**config.mk**
```make
export PLATFORM = sky130hd
export DESIGN_NAME = cht_mod_unit
export DESIGN_NICKNAME = d
export VERILOG_FILES = /design/src/rtl/core/cht_pkg.sv /design/src/rtl/core/cht_mod_unit.sv
export SDC_FILE = /design/constraint.sdc
export NUM_CORES = 1
export LEC_CHECK = 0
export BUFFER_PORTS_ARGS = -buffer_cell sky130_fd_sc_hd__buf_4
export CORE_MARGIN = 2
export CORE_UTILIZATION = 56
export CTS_CLUSTER_SIZE = 30
export DETAILED_ROUTE_END_ITERATION = 10
export PLACE_DENSITY = 0.79
export SYNTH_ARGS = -nofsm -noshare
export SYNTH_HDL_FRONTEND = slang
export SYNTH_SLANG_ARGS = --single-unit
export TNS_END_PERCENT = 1
```
**constraint.sdc**
```tcl
create_clock -name clk -period 11.55 [get_ports clk]
set_clock_uncertainty 0.05 [all_clocks]
set_input_delay 1.155 -clock clk [delete_from_list [all_inputs] [get_ports clk]]
set_output_delay 1.155 -clock clk [all_outputs]
set_load 0.02 [all_outputs]
```
**src/rtl/core/cht_pkg.sv**
```systemverilog
// Shared constants and types for the chained hash table.
package cht_pkg;

  // Table geometry.
  localparam int BUCKETS     = 1024;
  localparam int CHAIN_DEPTH = 16;

  // Field widths.
  localparam int KEY_W    = 31;
  localparam int MOD_W    = 11;
  localparam int STATUS_W = 3;
  localparam int COUNT_W  = 5;

  // Derived widths.
  localparam int BUCKET_W = $clog2(BUCKETS);
  localparam int IDX_W    = (CHAIN_DEPTH > 1) ? $clog2(CHAIN_DEPTH) : 1;
  localparam int LEN_W    = $clog2(CHAIN_DEPTH + 1);
  localparam int ADDR_W   = BUCKET_W + IDX_W;
  localparam int KEYS_DEPTH = BUCKETS * CHAIN_DEPTH;

  // Divider: two quotient bits per cycle over the zero-extended key.
  localparam int DIVIDEND_W = KEY_W + (KEY_W % 2);
  localparam int DIV_STEPS  = DIVIDEND_W / 2;
  localparam int DIV_CNT_W  = $clog2(DIV_STEPS);

  localparam logic [MOD_W-1:0] MODULUS_RESET = MOD_W'(1009);

  // Request opcodes.
  localparam logic OP_INSERT = 1'b0;
  localparam logic OP_SEARCH = 1'b1;

  // Result status codes.
  localparam logic [STATUS_W-1:0] ST_INSERTED  = 3'd0;
  localparam logic [STATUS_W-1:0] ST_DUPLICATE = 3'd1;
  localparam logic [STATUS_W-1:0] ST_FULL      = 3'd2;
  localparam logic [STATUS_W-1:0] ST_FOUND     = 3'd3;
  localparam logic [STATUS_W-1:0] ST_NOT_FOUND = 3'd4;

  // Top-level sequencer states.
  typedef enum logic [5:0] {
    S_CLEAR  = 6'b000001,
    S_IDLE   = 6'b000010,
    S_DIV    = 6'b000100,
    S_LWAIT  = 6'b001000,
    S_LEN    = 6'b010000,
    S_SCAN   = 6'b100000
  } state_t;

  // Divider status seen by the sequencer.
  typedef struct packed {
    logic busy;
    logic done;
  } div_stat_t;

endpackage

```
**src/rtl/core/cht_mod_unit.sv**
```systemverilog
// Iterative remainder unit: key mod divisor, two bits per cycle.
module cht_mod_unit (
  input  logic                         clk,
  input  logic                         rst_n,
  input  logic                         start,
  input  logic [cht_pkg::KEY_W-1:0]    dividend,
  input  logic [cht_pkg::MOD_W-1:0]    divisor,
  output cht_pkg::div_stat_t           stat,
  output logic [cht_pkg::MOD_W-1:0]    remainder
);

  logic [cht_pkg::DIVIDEND_W-1:0] q_r, q_nxt;
  logic [cht_pkg::MOD_W-1:0]      r_r, r_nxt;
  logic [cht_pkg::MOD_W-1:0]      m_r, m_nxt;
  logic [cht_pkg::DIV_CNT_W-1:0]  cnt_r, cnt_nxt;
  logic                           busy_r, busy_nxt;
  logic                           done_r, done_nxt;
  logic [cht_pkg::MOD_W-1:0]      r_mid;

  // One restoring step: shift in a bit, subtract the divisor if it fits.
  function automatic logic [cht_pkg::MOD_W-1:0] rem_step(
    input logic [cht_pkg::MOD_W-1:0] r,
    input logic                      b,
    input logic [cht_pkg::MOD_W-1:0] m
  );
    logic [cht_pkg::MOD_W:0] t;
    t = {r, b};
    if (t >= {1'b0, m}) begin
      t = t - {1'b0, m};
    end
    return t[cht_pkg::MOD_W-1:0];
  endfunction

  // Next-state logic for the shift and remainder registers.
  always_comb begin
    q_nxt    = q_r;
    r_nxt    = r_r;
    m_nxt    = m_r;
    cnt_nxt  = cnt_r;
    busy_nxt = busy_r;
    done_nxt = 1'b0;
    r_mid    = rem_step(r_r, q_r[cht_pkg::DIVIDEND_W-1], m_r);
    if (start) begin
      q_nxt    = cht_pkg::DIVIDEND_W'(dividend);
      r_nxt    = '0;
      m_nxt    = divisor;
      cnt_nxt  = '0;
      busy_nxt = 1'b1;
    end else if (busy_r) begin
      r_nxt   = rem_step(r_mid, q_r[cht_pkg::DIVIDEND_W-2], m_r);
      q_nxt   = {q_r[cht_pkg::DIVIDEND_W-3:0], 2'b00};
      cnt_nxt = cnt_r + 1'b1;
      if (cnt_r == cht_pkg::DIV_CNT_W'(cht_pkg::DIV_STEPS - 1)) begin
        busy_nxt = 1'b0;
        done_nxt = 1'b1;
      end
    end
  end

  // Control registers.
  always_ff @(posedge clk) begin
    if (!rst_n) begin
      busy_r <= 1'b0;
      done_r <= 1'b0;
      cnt_r  <= '0;
    end else begin
      busy_r <= busy_nxt;
      done_r <= done_nxt;
      cnt_r  <= cnt_nxt;
    end
  end

  // Data registers.
  always_ff @(posedge clk) begin
    q_r <= q_nxt;
    r_r <= r_nxt;
    m_r <= m_nxt;
  end

  assign stat.busy = busy_r;
  assign stat.done = done_r;
  assign remainder = r_r;

endmodule

```
==> results.yml <==
layout:
  final_cells: 463
  area_delta_synth_final_pct: 18.7
  fillers: 467
  multi_input_comb_area_mm2: 0.00185
  final_common_cell: "buf_4"
  fin_util: 0.682
  drive_gt1_frac: 0.313
  nNetsFinal: 451
  seq_area_mm2: 0.00162
  final_cell_mix: "buf_4, edfxtp_1, mux2_2"
  n_antenna_cell: 0
global_route:
  gr-total-overflow: 0
  grt_pass1_wl_mm: 12.8
  antenna_found_initial: 0
  grt_max_degree: 51
  grt_usage: 0.232
  grt_pass1_vias: 2712
sta:
  setup_tns_ps: 0
  final-setup-viol-count: 0
  rsz0062_at_grt: "no"
  worstMarginPinSlew_ps: 1180
  drv_slew: 0
  fin_crit_sh: 0.416
  finalHoldViolations: 0
  holdWs_ps: 438
  period_minus_slack_ps: 4800
  max_slew_margin: 0.213
  fmax_mhz: 208
worst_setup_path:
  path_max_fanout: 16
  worst-path-buf-inv: 1
  critPathCaptureType: "register"
  cp_slowest_cell: "o221ai_2"
  r2r_slack_ps: 6750
  crit_chain: "ha_1 > fa_1 > nor2b_1 > o22a_1 > o211ai_2 > nand2_2 > nor2_1 > a21oi_2 > inv_1 > fa_1 > nand2b_1 > a21oi_1 > a22o_1 > a221oi_1 > o221ai_2 > nor4b_1 > a311o_1"
  critical_path.top_delay_family: "compound AO/OA/AOI/OAI gates"
  worstPathRequired_ps: 11720
  r2r-start: "m_r[0]$_DFFE_PP_"
  critPathMostFrequentCell: "fa_1"
  crit_path_max_incr_delay_ps: 720
  crit_path_start_kind: "register"
  r2r_cells: 17
  path_class: "register to register"
  critPathArrivalTime_ps: 4980
  reg2reg_to: "remainder[9]$_SDFFE_PP0P_"
routing:
  drcViolationCount: 0
  viasPerCell: 5.79
  wl_per_cell_um: 16.7
  drt_pass1_iterations: 4
  antenna_left: 0
  wl_mm: 7.74
  vias: 2683
  drtIter0Drc: 211
cts:
  clk_pin_slew_ps: 70
  numCtsBuffers: 9
  cts_buffer_depth: 2
  clock_latency_ps: 340
  htreeDepth: 3
  cts_tree: "done"
  cts.repair.resized: 0
  post_cts_buffers: 0
  cts-root-buf: "clkbuf_8"
  clkSinkCount: 60
  cts_hold_buffers: 0
yosys:
  synthFlopType: "edfxtp_1"
  syn-num-nets: 393
  synthCells: 323
  synth-seq-area-share: 0.450
  postSynth.asyncResetShare: 0
  synth_edf_count: 42
  ys_warn_count: 0
  yosysUniqueCellTypes: 59
  postSynthAreaPerCell_um2: 11.2
  synth_seq_cells: 60
  syn_area_mm2: 0.00361
power:
  cellLeakagePower_nw: 1.80
  pwr_density_cell_mw_per_mm2: 211
  peakVddDrop_mv: 0.117
floorplan:
  die_h_um: 84.3
  die_area_mm2: 0.00710
  rows: 29
  io_pins: 58
  coreArea_mm2: 0.00628
  start_util: 0.575
  die_w_um: 84.3
worst_hold_path:
  min_to: "done_r$_SDFF_PP0_"
  whs_path_depth: 2
  hp-start: "cnt_r[3]$_SDFFE_PP0P_"
  min_path_type: "register to register"
status:
  status: "complete, no violations"
run:
  max-cap-violations: 0
place:
  placed_cells: 447
  gp_congestion: 0.912
  numPortBuffers: 57
  dpl.hpwl_mm: 5.78
cell type report:
| class | count | area share |
|---|---|---|
| Timing Repair Buffer | 58 | 0.102 |
| Inverter | 21 | 0.0184 |
| Multi-Input combinational cell | 231 | 0.432 |
| Sequential cell | 60 | 0.379 |
| Tap cell | 77 | 0.0225 |
| Clock buffer | 10 | 0.0321 |
| Clock inverter | 6 | 0.0149 |
worst max-delay path by stage:
| stage | start | endpoint | slack, ps | cells past startpoint |
|---|---|---|---|---|
| after floorplan | remainder[0]$_SDFFE_PP0P_ | remainder[9]$_SDFFE_PP0P_ | 7410 | 16 |
| after global placement | m_r[0]$_DFFE_PP_ | remainder[9]$_SDFFE_PP0P_ | 7020 | 15 |
| after detailed placement | m_r[0]$_DFFE_PP_ | remainder[9]$_SDFFE_PP0P_ | 6850 | 17 |
| after CTS | m_r[7]$_DFFE_PP_ | remainder[9]$_SDFFE_PP0P_ | 6820 | 16 |
| after global routing | q_r[31]$_SDFFE_PP0P_ | remainder[2]$_SDFFE_PP0P_ | 6430 | 16 |
| final | m_r[0]$_DFFE_PP_ | remainder[9]$_SDFFE_PP0P_ | 6750 | 17 |
report_power, final:
part	total [W]	internal, W	leakage [nW]	switching, W
logic	0.000437	0.000195	1.14	0.000242
clock network	0.000190	0.000105	0.0983	0.0000851
registers	0.000278	0.000259	0.567	0.0000187
total	0.000905	0.000559	1.80	0.000346
flip-flops by register name, indices dropped and copies added (netlist names):
register / flops
m_r: 11
remainder: 11
done_r: 1
cnt_r: 4
busy_r: 1
q_r: 32
per-layer routing:
layer	share of wire	wire length [µm]	vias to the layer above	global-route usage
met2	0.49	3790	78	0.380
met4	0.019	146	0	0.114
met5	0	0	-	0
li1	-	-	1321	-
met1	0.44	3420	1271	0.291
met3	0.050	390	13	0.0511
metrics by stage:
step	worst slack [ps]	instance area, µm²	total power, W
floorplan	7410	3610	0.000618
global placement	7020	4080	0.000702
detailed placement	6850	4080	0.000710
CTS	6820	4280	0.000904
global route	6430	4280	0.000962
finish	6750	4280	0.000905
worst reg2reg max path, delay by kind of cell (launching register included):
family          cells  cell delay, ps
flops               1             420
buf+inv             1              90
simple gates        5             870
compound gates      8            2200
fa+ha+maj           3            1070
synthesized netlist by cell type, types with 6 or more instances:
library cell | instances | area share
clkbuf_1 | 6 | 0.0062
o21ai_0 | 7 | 0.0097
nand2_1 | 19 | 0.020
edfxtp_1 | 42 | 0.35
mux2i_1 | 10 | 0.028
xnor2_1 | 8 | 0.019
nor3_1 | 7 | 0.0097
mux2_2 | 34 | 0.11
inv_1 | 21 | 0.022
ha_1 | 23 | 0.080
a21oi_1 | 16 | 0.022
nor2_1 | 27 | 0.028
dfxtp_1 | 18 | 0.10
cell families after synthesis:
logic type,share of synthesized area
buffers and inverters,0.0378
muxes,0.138
DFF,0.450
AOI/OAI and AO/OA,0.140
xor gates and xnor gates,0.0316
adders and majority gates,0.0909
and+or+nand+nor,0.112
No activity file was read; power rests on OpenSTA's default activity.
